<file path="src/rtl/rlf_pkg.sv">
// ----------------------------------------------------------------------------
// rlf_pkg: shared types and constants for the ranging line-follow controller
// Item layouts, op and register codes, and the seven-segment digit encoder.
// ----------------------------------------------------------------------------
package rlf_pkg;

	// Field widths fixed by the item layout
	localparam int TIMER_FIELD_W   = 16;
	localparam int TIMER_WIDTH_DEF = 16;
	localparam int SPEED_W         = 10;
	localparam int SEG_W           = 8;
	localparam int BRAKE_DIST_W    = 9;
	localparam int TICK_DIV_W      = 8;
	localparam int CFG_DATA_W      = 9;

	// Scaled distance carried into the display pipeline: (w*100+74)/4
	localparam int SCALED_W = 19;

	// Event op codes
	localparam logic [1:0] OP_RISE = 2'd0;
	localparam logic [1:0] OP_FALL = 2'd1;
	localparam logic [1:0] OP_TICK = 2'd2;

	// Configuration register indexes
	localparam logic CFG_BRAKE_DIST = 1'b0;
	localparam logic CFG_TICK_DIV   = 1'b1;

	// Segment code of the digit zero
	localparam logic [SEG_W-1:0] SEG_ZERO = 8'hFC;

	typedef struct packed {
		logic [1:0]               op;
		logic [TIMER_FIELD_W-1:0] timer_value;
		logic                     ir_left;
		logic                     ir_mid;
		logic                     ir_rt;
	} evt_item_t;

	typedef struct packed {
		logic               left_brake;
		logic [SPEED_W-1:0] left_speed;
		logic               right_brake;
		logic [SPEED_W-1:0] right_speed;
		logic [SEG_W-1:0]   tens_segments;
		logic [SEG_W-1:0]   units_segments;
		logic [SEG_W-1:0]   tenths_segments;
		logic [SEG_W-1:0]   hundredths_segments;
	} res_item_t;

	// Motor command decided at the update tick
	typedef struct packed {
		logic               brake;
		logic [SPEED_W-1:0] left_speed;
		logic [SPEED_W-1:0] right_speed;
	} drive_t;

	// Request into the display pipeline
	typedef struct packed {
		drive_t              drive;
		logic                sat;
		logic [SCALED_W-1:0] scaled;
	} disp_req_t;

	// Seven-segment code of one decimal digit
	function automatic logic [SEG_W-1:0] seg7(input logic [3:0] d);
		logic [SEG_W-1:0] s;
		case (d)
			4'd0: s = 8'hFC;
			4'd1: s = 8'h60;
			4'd2: s = 8'hDB;
			4'd3: s = 8'hF3;
			4'd4: s = 8'h67;
			4'd5: s = 8'hB7;
			4'd6: s = 8'hBF;
			4'd7: s = 8'hE4;
			4'd8: s = 8'hFF;
			4'd9: s = 8'hF7;
			default: s = 8'h00;
		endcase
		return s;
	endfunction

endpackage

</file>
<file path="src/rtl/rlf_disp.sv">
// ----------------------------------------------------------------------------
// rlf_disp: distance display pipeline
// Turns the scaled pulse width into hundredths of an inch, splits it into
// four digits and encodes them; carries the motor command alongside.
// ----------------------------------------------------------------------------
module rlf_disp
	import rlf_pkg::*;
(
	input  logic      clk,
	input  logic      arst_n,
	input  logic      req_valid,
	output logic      req_ready,
	input  disp_req_t req,
	output logic      res_valid,
	input  logic      res_stall,
	output res_item_t res
);

	// x/37 = (x*RECIP_37)>>24, exact for x below 621378
	localparam logic [18:0] RECIP_37 = 19'd453439;
	// x/25 = (x*RECIP_25)>>16, exact for x below 4681
	localparam logic [11:0] RECIP_25 = 12'd2622;
	localparam logic [13:0] HUND_MAX = 14'd9999;

	// Tens and ones of a value below 100
	function automatic logic [7:0] split2(input logic [6:0] v);
		logic [3:0] tens;
		logic [6:0] ones;
		tens = 4'd0;
		for (int i = 1; i < 10; i++) begin
			if (v >= 7'(10 * i)) tens = tens + 4'd1;
		end
		ones = v - 7'(tens) * 7'd10;
		return {tens, ones[3:0]};
	endfunction

	logic        v_s2, v_s3, v_s4, v_s5;
	logic        rdy_s2, rdy_s3, rdy_s4, rdy_s5, rdy_out;
	drive_t      drv_s2, drv_s3, drv_s4, drv_s5;
	logic        sat_s2;
	logic [18:0] scaled_s2;
	logic [13:0] hund_s3, hund_s4;
	logic [6:0]  whole_s4, whole_s5, frac_s5;

	logic [37:0] prod37;
	logic [13:0] hund_d;
	logic [23:0] prod25;
	logic [6:0]  whole_d, frac_d;
	logic [7:0]  whole_dig, frac_dig;
	res_item_t   res_d;

	// Stage readiness: a stage takes a new item when empty or draining
	assign rdy_out   = !res_valid || !res_stall;
	assign rdy_s5    = !v_s5 || rdy_out;
	assign rdy_s4    = !v_s4 || rdy_s5;
	assign rdy_s3    = !v_s3 || rdy_s4;
	assign rdy_s2    = !v_s2 || rdy_s3;
	assign req_ready = rdy_s2;

	// Divide by 37 (the factor 4 of 148 is already shifted out)
	assign prod37 = 38'(scaled_s2) * 38'(RECIP_37);
	assign hund_d = sat_s2 ? HUND_MAX : prod37[37:24];

	// Whole inches: hundredths / 100
	assign prod25  = 24'(hund_s3[13:2]) * 24'(RECIP_25);
	assign whole_d = prod25[22:16];

	// Fractional hundredths
	assign frac_d = 7'(hund_s4 - 14'(whole_s4) * 14'd100);

	// Digits and segment codes
	assign whole_dig = split2(whole_s5);
	assign frac_dig  = split2(frac_s5);

	always_comb begin
		res_d.left_brake          = drv_s5.brake;
		res_d.left_speed          = drv_s5.left_speed;
		res_d.right_brake         = drv_s5.brake;
		res_d.right_speed         = drv_s5.right_speed;
		res_d.tens_segments       = (whole_dig[7:4] != 4'd0) ? seg7(whole_dig[7:4]) : '0;
		res_d.units_segments      = seg7(whole_dig[3:0]);
		res_d.tenths_segments     = seg7(frac_dig[7:4]);
		res_d.hundredths_segments = seg7(frac_dig[3:0]);
	end

	// Advance valid flags
	always_ff @(posedge clk or negedge arst_n) begin
		if (!arst_n) begin
			v_s2      <= 1'b0;
			v_s3      <= 1'b0;
			v_s4      <= 1'b0;
			v_s5      <= 1'b0;
			res_valid <= 1'b0;
		end else begin
			if (rdy_s2) v_s2 <= req_valid;
			if (rdy_s3) v_s3 <= v_s2;
			if (rdy_s4) v_s4 <= v_s3;
			if (rdy_s5) v_s5 <= v_s4;
			if (rdy_out) res_valid <= v_s5;
		end
	end

	// Advance payloads
	always_ff @(posedge clk) begin
		if (rdy_s2 && req_valid) begin
			drv_s2    <= req.drive;
			sat_s2    <= req.sat;
			scaled_s2 <= req.scaled;
		end
		if (rdy_s3 && v_s2) begin
			drv_s3  <= drv_s2;
			hund_s3 <= hund_d;
		end
		if (rdy_s4 && v_s3) begin
			drv_s4   <= drv_s3;
			hund_s4  <= hund_s3;
			whole_s4 <= whole_d;
		end
		if (rdy_s5 && v_s4) begin
			drv_s5   <= drv_s4;
			whole_s5 <= whole_s4;
			frac_s5  <= frac_d;
		end
		if (rdy_out && v_s5) begin
			res <= res_d;
		end
	end

endmodule

</file>
<file path="src/rtl/ranging_line_follow_controller.sv">
// ----------------------------------------------------------------------------
// ranging_line_follow_controller: ultrasonic ranging line-follow controller
// Measures echo pulse widths, and on every tick_divide-th scheduler tick
// issues motor commands and a four-digit distance display.
// ----------------------------------------------------------------------------
// channel | direction | handshake            | payload
// evt     | in        | evt_valid/evt_stall  | evt_item_t: op, timer, IR levels
// res     | out       | res_valid/res_stall  | res_item_t: motors, segments
// cfg     | in        | cfg_we               | cfg_index, cfg_data
//
// One item per cycle sustained while the display pipeline takes update ticks.
// An update tick goes from the input register to the request register, then
// one multiply stage for the divide by 148, one for the divide by 100, the
// remainder stage, and the result register, where the digits are encoded.
// Edge items and non-update ticks retire at once and make no result. Reset
// clears valid flags and echo timing and loads the configuration defaults.
// res_stall backs up through the stage chain; empty stages keep filling, so
// items are still taken while a result waits.
// ----------------------------------------------------------------------------
module ranging_line_follow_controller
	import rlf_pkg::*;
#(
	parameter int TIMER_WIDTH = TIMER_WIDTH_DEF
) (
	input  logic                  clk,
	input  logic                  arst_n,
	input  logic                  evt_valid,
	output logic                  evt_stall,
	input  evt_item_t             evt,
	output logic                  res_valid,
	input  logic                  res_stall,
	output res_item_t             res,
	input  logic                  cfg_we,
	input  logic                  cfg_index,
	input  logic [CFG_DATA_W-1:0] cfg_data
);

	localparam int TW_EFF = (TIMER_WIDTH < TIMER_FIELD_W) ? TIMER_WIDTH : TIMER_FIELD_W;
	localparam logic [TIMER_FIELD_W-1:0] TMASK = TIMER_FIELD_W'((33'd1 << TW_EFF) - 33'd1);
	// Widths at or above this saturate the display at 99.99
	localparam logic [15:0] SAT_WIDTH = 16'd14800;

	localparam logic [SPEED_W-1:0] SPD_0   = 10'd0;
	localparam logic [SPEED_W-1:0] SPD_300 = 10'd300;
	localparam logic [SPEED_W-1:0] SPD_350 = 10'd350;
	localparam logic [SPEED_W-1:0] SPD_400 = 10'd400;
	localparam logic [SPEED_W-1:0] SPD_450 = 10'd450;
	localparam logic [SPEED_W-1:0] SPD_500 = 10'd500;
	localparam logic [SPEED_W-1:0] SPD_550 = 10'd550;

	// Line-following speeds from the sensor pattern {left, center, right}
	function automatic logic [2*SPEED_W-1:0] line_speeds(input logic [2:0] lcr);
		logic [2*SPEED_W-1:0] sp;
		case (lcr)
			3'b010:  sp = {SPD_500, SPD_500};
			3'b000:  sp = {SPD_300, SPD_350};
			3'b100:  sp = {SPD_0,   SPD_450};
			3'b001:  sp = {SPD_450, SPD_0};
			3'b110:  sp = {SPD_0,   SPD_450};
			3'b011:  sp = {SPD_400, SPD_0};
			default: sp = {SPD_500, SPD_550};
		endcase
		return sp;
	endfunction

	logic [BRAKE_DIST_W-1:0]  brake_dist_q;
	logic [TICK_DIV_W-1:0]    tick_div_q;
	logic [TICK_DIV_W-1:0]    tick_phase_q;
	logic [TIMER_FIELD_W-1:0] rise_time_q;
	logic [TIMER_FIELD_W-1:0] pulse_width_q;

	logic      v_s1;
	evt_item_t evt_s1;

	logic [TIMER_FIELD_W-1:0] now;
	logic [TICK_DIV_W-1:0]    phase_inc, phase_d;
	logic                     emit, move_s1, rdy_s1;
	logic [17:0]              brake_limit;
	logic [22:0]              scaled_full;
	logic [2*SPEED_W-1:0]     speeds;
	disp_req_t                req;
	logic                     req_ready;

	// Input register readiness
	assign rdy_s1    = !v_s1 || move_s1;
	assign evt_stall = !rdy_s1;

	// Decode the held item against the current state
	assign now       = evt_s1.timer_value & TMASK;
	assign phase_inc = tick_phase_q + 8'd1;

	always_comb begin
		emit    = 1'b0;
		phase_d = tick_phase_q;
		if (evt_s1.op == OP_TICK) begin
			if (phase_inc >= tick_div_q) begin
				emit    = 1'b1;
				phase_d = '0;
			end else begin
				phase_d = phase_inc;
			end
		end
	end

	// Non-update items retire at once; update ticks wait for the display pipe
	assign move_s1 = v_s1 && (!emit || req_ready);

	// Build the motor command and the scaled distance
	assign brake_limit = 18'({1'b0, brake_dist_q} + 10'd1) * 18'd148;
	assign speeds      = line_speeds({evt_s1.ir_left, evt_s1.ir_mid, evt_s1.ir_rt});
	assign scaled_full = 23'(pulse_width_q) * 23'd100 + 23'd74;

	always_comb begin
		req.drive.brake = {2'b00, pulse_width_q} < brake_limit;
		if (req.drive.brake) begin
			req.drive.left_speed  = SPD_0;
			req.drive.right_speed = SPD_0;
		end else begin
			req.drive.left_speed  = speeds[2*SPEED_W-1:SPEED_W];
			req.drive.right_speed = speeds[SPEED_W-1:0];
		end
		req.sat    = pulse_width_q >= SAT_WIDTH;
		req.scaled = scaled_full[SCALED_W+1:2];
	end

	// Input register and configuration
	always_ff @(posedge clk or negedge arst_n) begin
		if (!arst_n) begin
			v_s1         <= 1'b0;
			brake_dist_q <= 9'd4;
			tick_div_q   <= 8'd8;
		end else begin
			if (rdy_s1) v_s1 <= evt_valid;
			if (cfg_we) begin
				case (cfg_index)
					CFG_BRAKE_DIST: brake_dist_q <= cfg_data[BRAKE_DIST_W-1:0];
					CFG_TICK_DIV:   tick_div_q   <= cfg_data[TICK_DIV_W-1:0];
					default: ;
				endcase
			end
		end
	end

	always_ff @(posedge clk) begin
		if (rdy_s1 && evt_valid) evt_s1 <= evt;
	end

	// Update echo timing and tick phase as each item leaves the input register
	always_ff @(posedge clk or negedge arst_n) begin
		if (!arst_n) begin
			tick_phase_q  <= '0;
			rise_time_q   <= '0;
			pulse_width_q <= '0;
		end else if (move_s1) begin
			case (evt_s1.op)
				OP_RISE: rise_time_q   <= now;
				OP_FALL: pulse_width_q <= (now - rise_time_q) & TMASK;
				OP_TICK: tick_phase_q  <= phase_d;
				default: ;
			endcase
		end
	end

	rlf_disp u_disp (
		.clk       (clk),
		.arst_n    (arst_n),
		.req_valid (v_s1 && emit),
		.req_ready (req_ready),
		.req       (req),
		.res_valid (res_valid),
		.res_stall (res_stall),
		.res       (res)
	);

endmodule

</file>
<file path="config.mk">
export PLATFORM = sky130hd
export DESIGN_NAME = ranging_line_follow_controller
export DESIGN_NICKNAME = d
export VERILOG_FILES = /design/src/rtl/rlf_pkg.sv /design/src/rtl/rlf_disp.sv /design/src/rtl/ranging_line_follow_controller.sv
export SDC_FILE = /design/constraint.sdc
export NUM_CORES = 1
export LEC_CHECK = 0
export BUFFER_PORTS_ARGS = -buffer_cell sky130_fd_sc_hd__buf_2
export CAP_MARGIN = 40
export CORE_ASPECT_RATIO = 0.7
export CORE_MARGIN = 4
export CORE_UTILIZATION = 25
export DETAILED_ROUTE_END_ITERATION = 8
export PLACE_DENSITY = 0.37
export SETUP_SLACK_MARGIN = 0.3
export SLEW_MARGIN = 40
export SYNTH_ARGS = -nofsm -noshare
export SYNTH_HDL_FRONTEND = slang
export SYNTH_SLANG_ARGS = --single-unit
</file>
<file path="constraint.sdc">
create_clock -name clk -period 10.77 [get_ports clk]
set_clock_uncertainty 0.2 [all_clocks]
set_input_delay 1.077 -clock clk [delete_from_list [all_inputs] [get_ports clk]]
set_output_delay 1.077 -clock clk [all_outputs]
set_load 0.005 [all_outputs]
</file>
---- Word level (Yosys, flattened, before mapping) ----
Memories as Yosys holds them, arrays and structs flattened. A register that Yosys moved wholly into a read port is not among the register bits.
Cells that the tools add are included.
word-level totals
  register bits ........................... 251
  bits in read-only memories .............. 512
  input port bits ......................... 36
  output and inout port bits .............. 56
  word-level logic and storage cells ...... 157
  memories kept ........................... 4
cells by class
  add/subtract/negate cells ............... 23
  multiply operators ...................... 7
  $lt $le $gt $ge ......................... 21
  equal/unequal tests ..................... 7
  muxes and demuxes ....................... 22
  bitwise gates (word level) .............. 1
  reductions and logical operators ........ 34
memories
  memory           words  width  read ports  clocked after Yosys merged registers in  wr ports  line           source
  (no name shown)  16     8      1           1                                        0         rlf_pkg.sv:67  case (d)
  (no name shown)  16     8      1           1                                        0         rlf_pkg.sv:67
  (no name shown)  16     8      1           1                                        0         rlf_pkg.sv:67
  (no name shown)  16     8      1           1                                        0         rlf_pkg.sv:67
operators with widths
  cell                    count
  $pmux 19 s5             1
  $mux 4                  16
  $add 4x1->4 const B     14
  $ge 7x6->1 const B      6
  $ge 7x7->1 const B      6
  $mul 19x19->38 const B  1
  $ge 7x5->1 const B      4
  $mul 12x11->22 const B  1
  $add 21x7->21 const B   1
  $mul 16x5->19 const B   1
  $lt 16x18->1            1
  $ge 16x14->1 const B    1
  $mul 10x6->16 const B   1
  $sub 16x16->16          1
  $ge 7x4->1 const B      2
  $add 9x1->10 const B    1
  $logic_not 1->1         10
  $reduce_and 2->1        5
  $add 8x1->8 const B     1
  $ge 8x8->1              1
  $logic_and 1x1->1       8
  $mul 4x3->3 const B     2
  $mux 8                  1
  $sub 4x4->4             2
  15 further kinds        27

---- Depth between registers and ports, before layout ----
  word-level depth ........................ 20
  mapped depth ............................ 36
  gate-level depth less buffers ........... 35

---- Hierarchy ----
From an unflattened synthesis, not the netlist that was laid out.
second synthesis, totals
  cells, all modules ...................... 2260
  area, all modules ....................... 25192.9 um2
modules (own cells, without submodules)
  module                          times used  cells an instance  area an instance (um2)  sequential area each (um2)
  rlf_disp                        1           1485               18023.5                 5980.7
  ranging_line_follow_controller  1           775                7169.4                  2084.5

---- Worst setup path before layout ----
Ideal clock, no wire load.
  path kind ............................... register to register
  from .................................... reg u_disp.frac_s5[5]
  to ...................................... reg, netlist name u_disp.res[6]
  setup time .............................. 0.256 ns
  data arrival time ....................... 6.501 ns
  required time ........................... 10.314 ns
  path slack .............................. 3.813 ns
  cell stages (with the launch flop) ...... 35
  path buffers ............................ 1
  clock period less this slack ............ 6.957 ns
  path through ............................ edfxtp_1 -> clkbuf_1 -> or2_2 -> a211oi_1 -> inv_1 -> ha_1 -> nor3_1 -> a21oi_1 -> ha_1 -> o21ai_0 -> o21ai_0 -> ha_1 -> inv_1 -> a21boi_0 -> ha_1 -> nor2_1 -> a31oi_1 -> nand2_1 -> inv_1 -> ha_1 -> nand2_1 -> o21ai_0 -> ha_1 -> nand3_1 -> o211ai_1 -> ha_1 -> mux2i_1 -> inv_1 -> fa_1 -> xnor2_1 -> xnor2_1 -> xnor2_1 -> xnor2_2 -> or2_1 -> a22o_1
between the ends
  cells in the longest elaborated chain, start to end .. 20
  elaborated cells on any way between the ends .. 28
  classes of those cells .................. add/sub (9); mul (1); order compare (9); mux (9)
RTL lines
  item                    line             source
  from (decl)             rlf_disp.sv:43   logic [6:0] whole_s4, whole_s5, frac_s5;
  from (signal assigned)  rlf_disp.sv:122  frac_s5 <= frac_d;
  $ge 7x4->1              rlf_disp.sv:31   if (v >= 7'(10 * i)) tens = tens + 4'd1;
  $mux 1                  rlf_disp.sv:31
  $add 1x1->2             rlf_disp.sv:31
  $mux 4                  rlf_disp.sv:31
  $add 4x1->4             rlf_disp.sv:31
  $mux 4                  rlf_disp.sv:31
  $add 4x1->4             rlf_disp.sv:31
  $mux 4                  rlf_disp.sv:31
  [... 4 more ...]        n/a
  $add 4x1->4             rlf_disp.sv:31
  $mux 4                  rlf_disp.sv:31
  $add 4x1->4             rlf_disp.sv:31
  $mux 4                  rlf_disp.sv:31
  $add 4x1->4             rlf_disp.sv:31
  $mux 4 (*)              rlf_disp.sv:31
  $mul 4x3->3 (*)         rlf_disp.sv:33   ones = v - 7'(tens) * 7'd10;
  $sub 4x4->4 (*)         rlf_disp.sv:33
Every way passes the cells marked *; elsewhere a longest branch is shown, timed or not.
A chain may end at the register's enable or synchronous reset.

---- Worst setup path after layout ----
  from .................................... reg u_disp.scaled_s2[11]
  to ...................................... reg u_disp.hund_s3[7], data pin
between the ends
  cells in the longest elaborated chain, start to end .. 1
RTL lines
  item                    line             source
  from (decl)             rlf_disp.sv:41   logic [18:0] scaled_s2;
  from (signal assigned)  rlf_disp.sv:108  scaled_s2 <= req.scaled;
  $mul 19x19->38          rlf_disp.sv:61   assign prod37 = 38'(scaled_s2) * 38'(RECIP_37);
  to (signal assigned)    rlf_disp.sv:112  hund_s3 <= hund_d;
  to (decl)               rlf_disp.sv:42   logic [13:0] hund_s3, hund_s4;
Every way passes these cells.

==> impl_metrics.ini <==
[run_status]
outcome = completed

[route]
ant_nets = 0
drtPass1Iterations = 5
dr_wl_met3_mm = 1.91
highest_layer = met4
dr_wl_met2_mm = 22.4
drtIter0Drc = 681
vias = 15100
viasPerCell = 4.22
routed_wl_mm = 57.0
wl_per_cell_um = 15.9
drc = 0
drt-met1-wl_mm = 31.8

[sta]
min_period_ns = 8.06
final.setup.tns_ns = 0
fin_crit_sh_pct = 74.8
max_freq_ghz = 0.124
grt_setup_unrepaired = false
worstMarginPinSlew_ns = 0.796
hold_violations = 0
slew_headroom_pct = 46.5
setup_viol = 0
drv_slew = 0

[clocking]
post_cts_buffers = 0
clk_pin_slew_worst_paths_ns = 0.08
post_cts_resized = 0
cts_hold_buf = 0
cts_inserted_buffers = 31
tritoncts = built
root_buffer = clkbuf_16
clock_path_buffers = 3
clock-sinks = 244
htreeDepth = 1
clk_latency_ns = 0.61

[worst_setup_path]
endpoint_kind = flip-flop
cp_max_fo = 7
cp_data_required_time_ns = 10.90
arrival_ns = 8.19
path_class = flip-flop to flip-flop
start_kind = flip-flop

[placement]
dp.final_hpwl_mm = 47.3
portBuffers = 88
gp_congestion = 0.831

[global_route]
grt_pass1_vias = 16200
grt_use_total_pct = 11.5
grt.overflow.total = 0
grt_max_degree = 64
antenna_found_initial = 1
grt_pass1_wl_mm = 92.4

[synthesis]
synth_top_family_by_area = adder cells
ys_warn_count = 0
synth_compound_area_share_pct = 8.49
synthMuxAreaShare_pct = 1.59
synth-edff-count = 181
ys_ff_latch = 244
synthSimpleGateAreaFrac_pct = 7.18
synthCells = 2213
syn_avg_cell_area_um2 = 10.9
synthAdderAreaFrac_pct = 39.9
synthArstFlopShare_pct = 25.8
ys_seq_area_share_pct = 29.1
synth.distinct_cells = 88
syn_area_um2 = 24100
synthFlopType = edfxtp_1
synth_xor_area_share_pct = 5.43

[floorplan]
io_pins = 92
dieHeight_um = 268
fp.dieArea_um2 = 101000
initial_core_util_pct = 25.4
die_w_um = 379
std_cell_rows = 94
design.core.area_um2 = 94800

[job]
maxCapViolations = 0

[final_layout]
nNetsFinal = 2975
area_growth_pct = 12.5
layout-drive-gt1-share_pct = 9.17

[worst_hold_path]
worstHoldPathType = flip-flop to flip-flop
[Yosys cell counts (8+ instances only)]
cell type / instances / area [um2]
a211oi_1: 11 / 82.6
a21boi_0: 10 / 75.1
a21o_1: 31 / 233
a21oi_1: 63 / 315
a31oi_1: 10 / 62.6
and3_1: 10 / 62.6
buf_4: 13 / 97.6
clkbuf_1: 15 / 56.3
dfrtp_1: 61 / 1530
edfxtp_1: 181 / 5440
fa_1: 227 / 4540
ha_1: 404 / 5050
inv_1: 472 / 1770
mux2_2: 20 / 225
mux2i_1: 13 / 130
nand2_1: 100 / 375
nand2b_1: 11 / 68.8
nand3_1: 26 / 130
nand4_1: 12 / 75.1
nor2_1: 78 / 293
nor2b_1: 16 / 100
nor3_1: 37 / 185
nor3b_1: 10 / 75.1
o211ai_1: 10 / 75.1
o21a_1: 19 / 143
o21ai_0: 75 / 375
o21ai_1: 12 / 60.1
o2bb2ai_1: 9 / 78.8
or2_2: 8 / 50.1
xnor2_1: 68 / 596
xnor2_2: 9 / 146
xor2_1: 48 / 420
[worst paths after layout]
path                                                 from                         endpoint  slack (ns)  cells after the start
min                           u_disp.drv_s5[20]$_DFFE_PP_         u_disp.res[53]$_DFFE_PP_        0.20                      0
min reg2reg                   u_disp.drv_s5[20]$_DFFE_PP_         u_disp.res[53]$_DFFE_PP_        0.20                      0
max reg2reg                u_disp.scaled_s2[11]$_DFFE_PP_  u_disp.hund_s3[7]$_SDFFCE_PP0P_        2.71                     20
max in group asynchronous                          arst_n          u_disp.v_s3$_DFFE_PN0P_        9.53                      2
max                        u_disp.scaled_s2[11]$_DFFE_PP_  u_disp.hund_s3[7]$_SDFFCE_PP0P_        2.71                     20
min in group asynchronous                          arst_n      brake_dist_q[3]$_DFFE_PN0P_        0.37                      2
[layer usage]
layer | global-route usage (%) | vias to the layer above
li1 | - | 7580
met1 | 18.2 | 7307
met2 | 16.5 | 175
met3 | 1.89 | 56
met4 | 1.74 | 0
met5 | 0 | -
[sequential cells by signal, indices dropped and copies added, names as in the netlist, 14 cells and up]
signal	count
u_disp.drv_s5	14
u_disp.hund_s3	14
now	16
pulse_width_q	16
u_disp.drv_s3	14
u_disp.drv_s2	14
u_disp.res	42
u_disp.scaled_s2	19
rise_time_q	16
u_disp.drv_s4	14
[critical path, stage by stage (launching register included)]
cell and delay (ns):
edfxtp_1 0.59, fa_1 0.58, inv_1 0.07, fa_1 0.48, fa_1 0.56, inv_1 0.07, fa_1 0.47, fa_1 0.50
inv_1 0.06, fa_1 0.53, inv_1 0.06, ha_1 0.30, a21o_1 0.24, a2111o_1 0.39, a311oi_1 0.63, o21ai_1 0.34
o31ai_1 0.72, a21boi_1 0.31, a31oi_1 0.35, mux2i_1 0.21, o311ai_1 0.11
[cells in the final DEF, fill, tap and decap left out, types with 11 or more instances in the layout]
master,n
nor2b_1,12
a211oi_1,11
mux2_2,20
xor2_1,48
mux2i_1,13
dfrtp_1,61
o21ai_0,75
nand4_1,12
nand2b_1,11
a21o_1,31
fa_1,227
nor3_1,37
inv_1,472
o21a_1,19
xnor2_1,68
nor2_1,78
o21ai_1,12
ha_1,404
a21oi_1,63
nand2_1,100
clkbuf_16,31
buf_2,88
edfxtp_1,181
nand3_1,26
[logic make-up (layout without fill, tap and decap cells)]
kind of cell | after synthesis | after routing
adders and majority gates | 631 | 631
buffers and inverters | 512 | 630
and+or+nand+nor | 348 | 348
AOI/OAI and AO/OA | 311 | 311
DFF | 244 | 244
xor gates and xnor gates | 131 | 131
muxes | 35 | 35
other | 1 | 4
[cell type report]
class | count | area, um2
clock buffer | 38 | 832
tap | 1248 | 1560
fill | 9877 | 67700
inverter | 473 | 1780
multi-input combinational | 1459 | 15100
antenna | 1 | 2.50
clock inverter | 20 | 216
sequential | 244 | 7010
timing repair buffer | 99 | 567
[stage by stage]
stage | worst slack [ns] | cell area [um2] | instances | util (%) | hold WS [ns]
finish | 2.71 | 27100 | 3582 | 28.6 | 0.200
global route | 2.10 | 27100 | 3581 | 28.6 | 0.217
CTS | 2.58 | 27100 | 3581 | 28.6 | 0.208
detailed placement | 2.62 | 26000 | 3523 | 27.5 | 0.205
global placement | 2.68 | 26000 | 3521 | 27.4 | 0.204
floorplan | 3.81 | 24100 | 2215 | - | 0.200
Power is left out: the tool's default activity adds up to more than one toggle a clock period on the data nets, which glitch-free logic cannot reach.
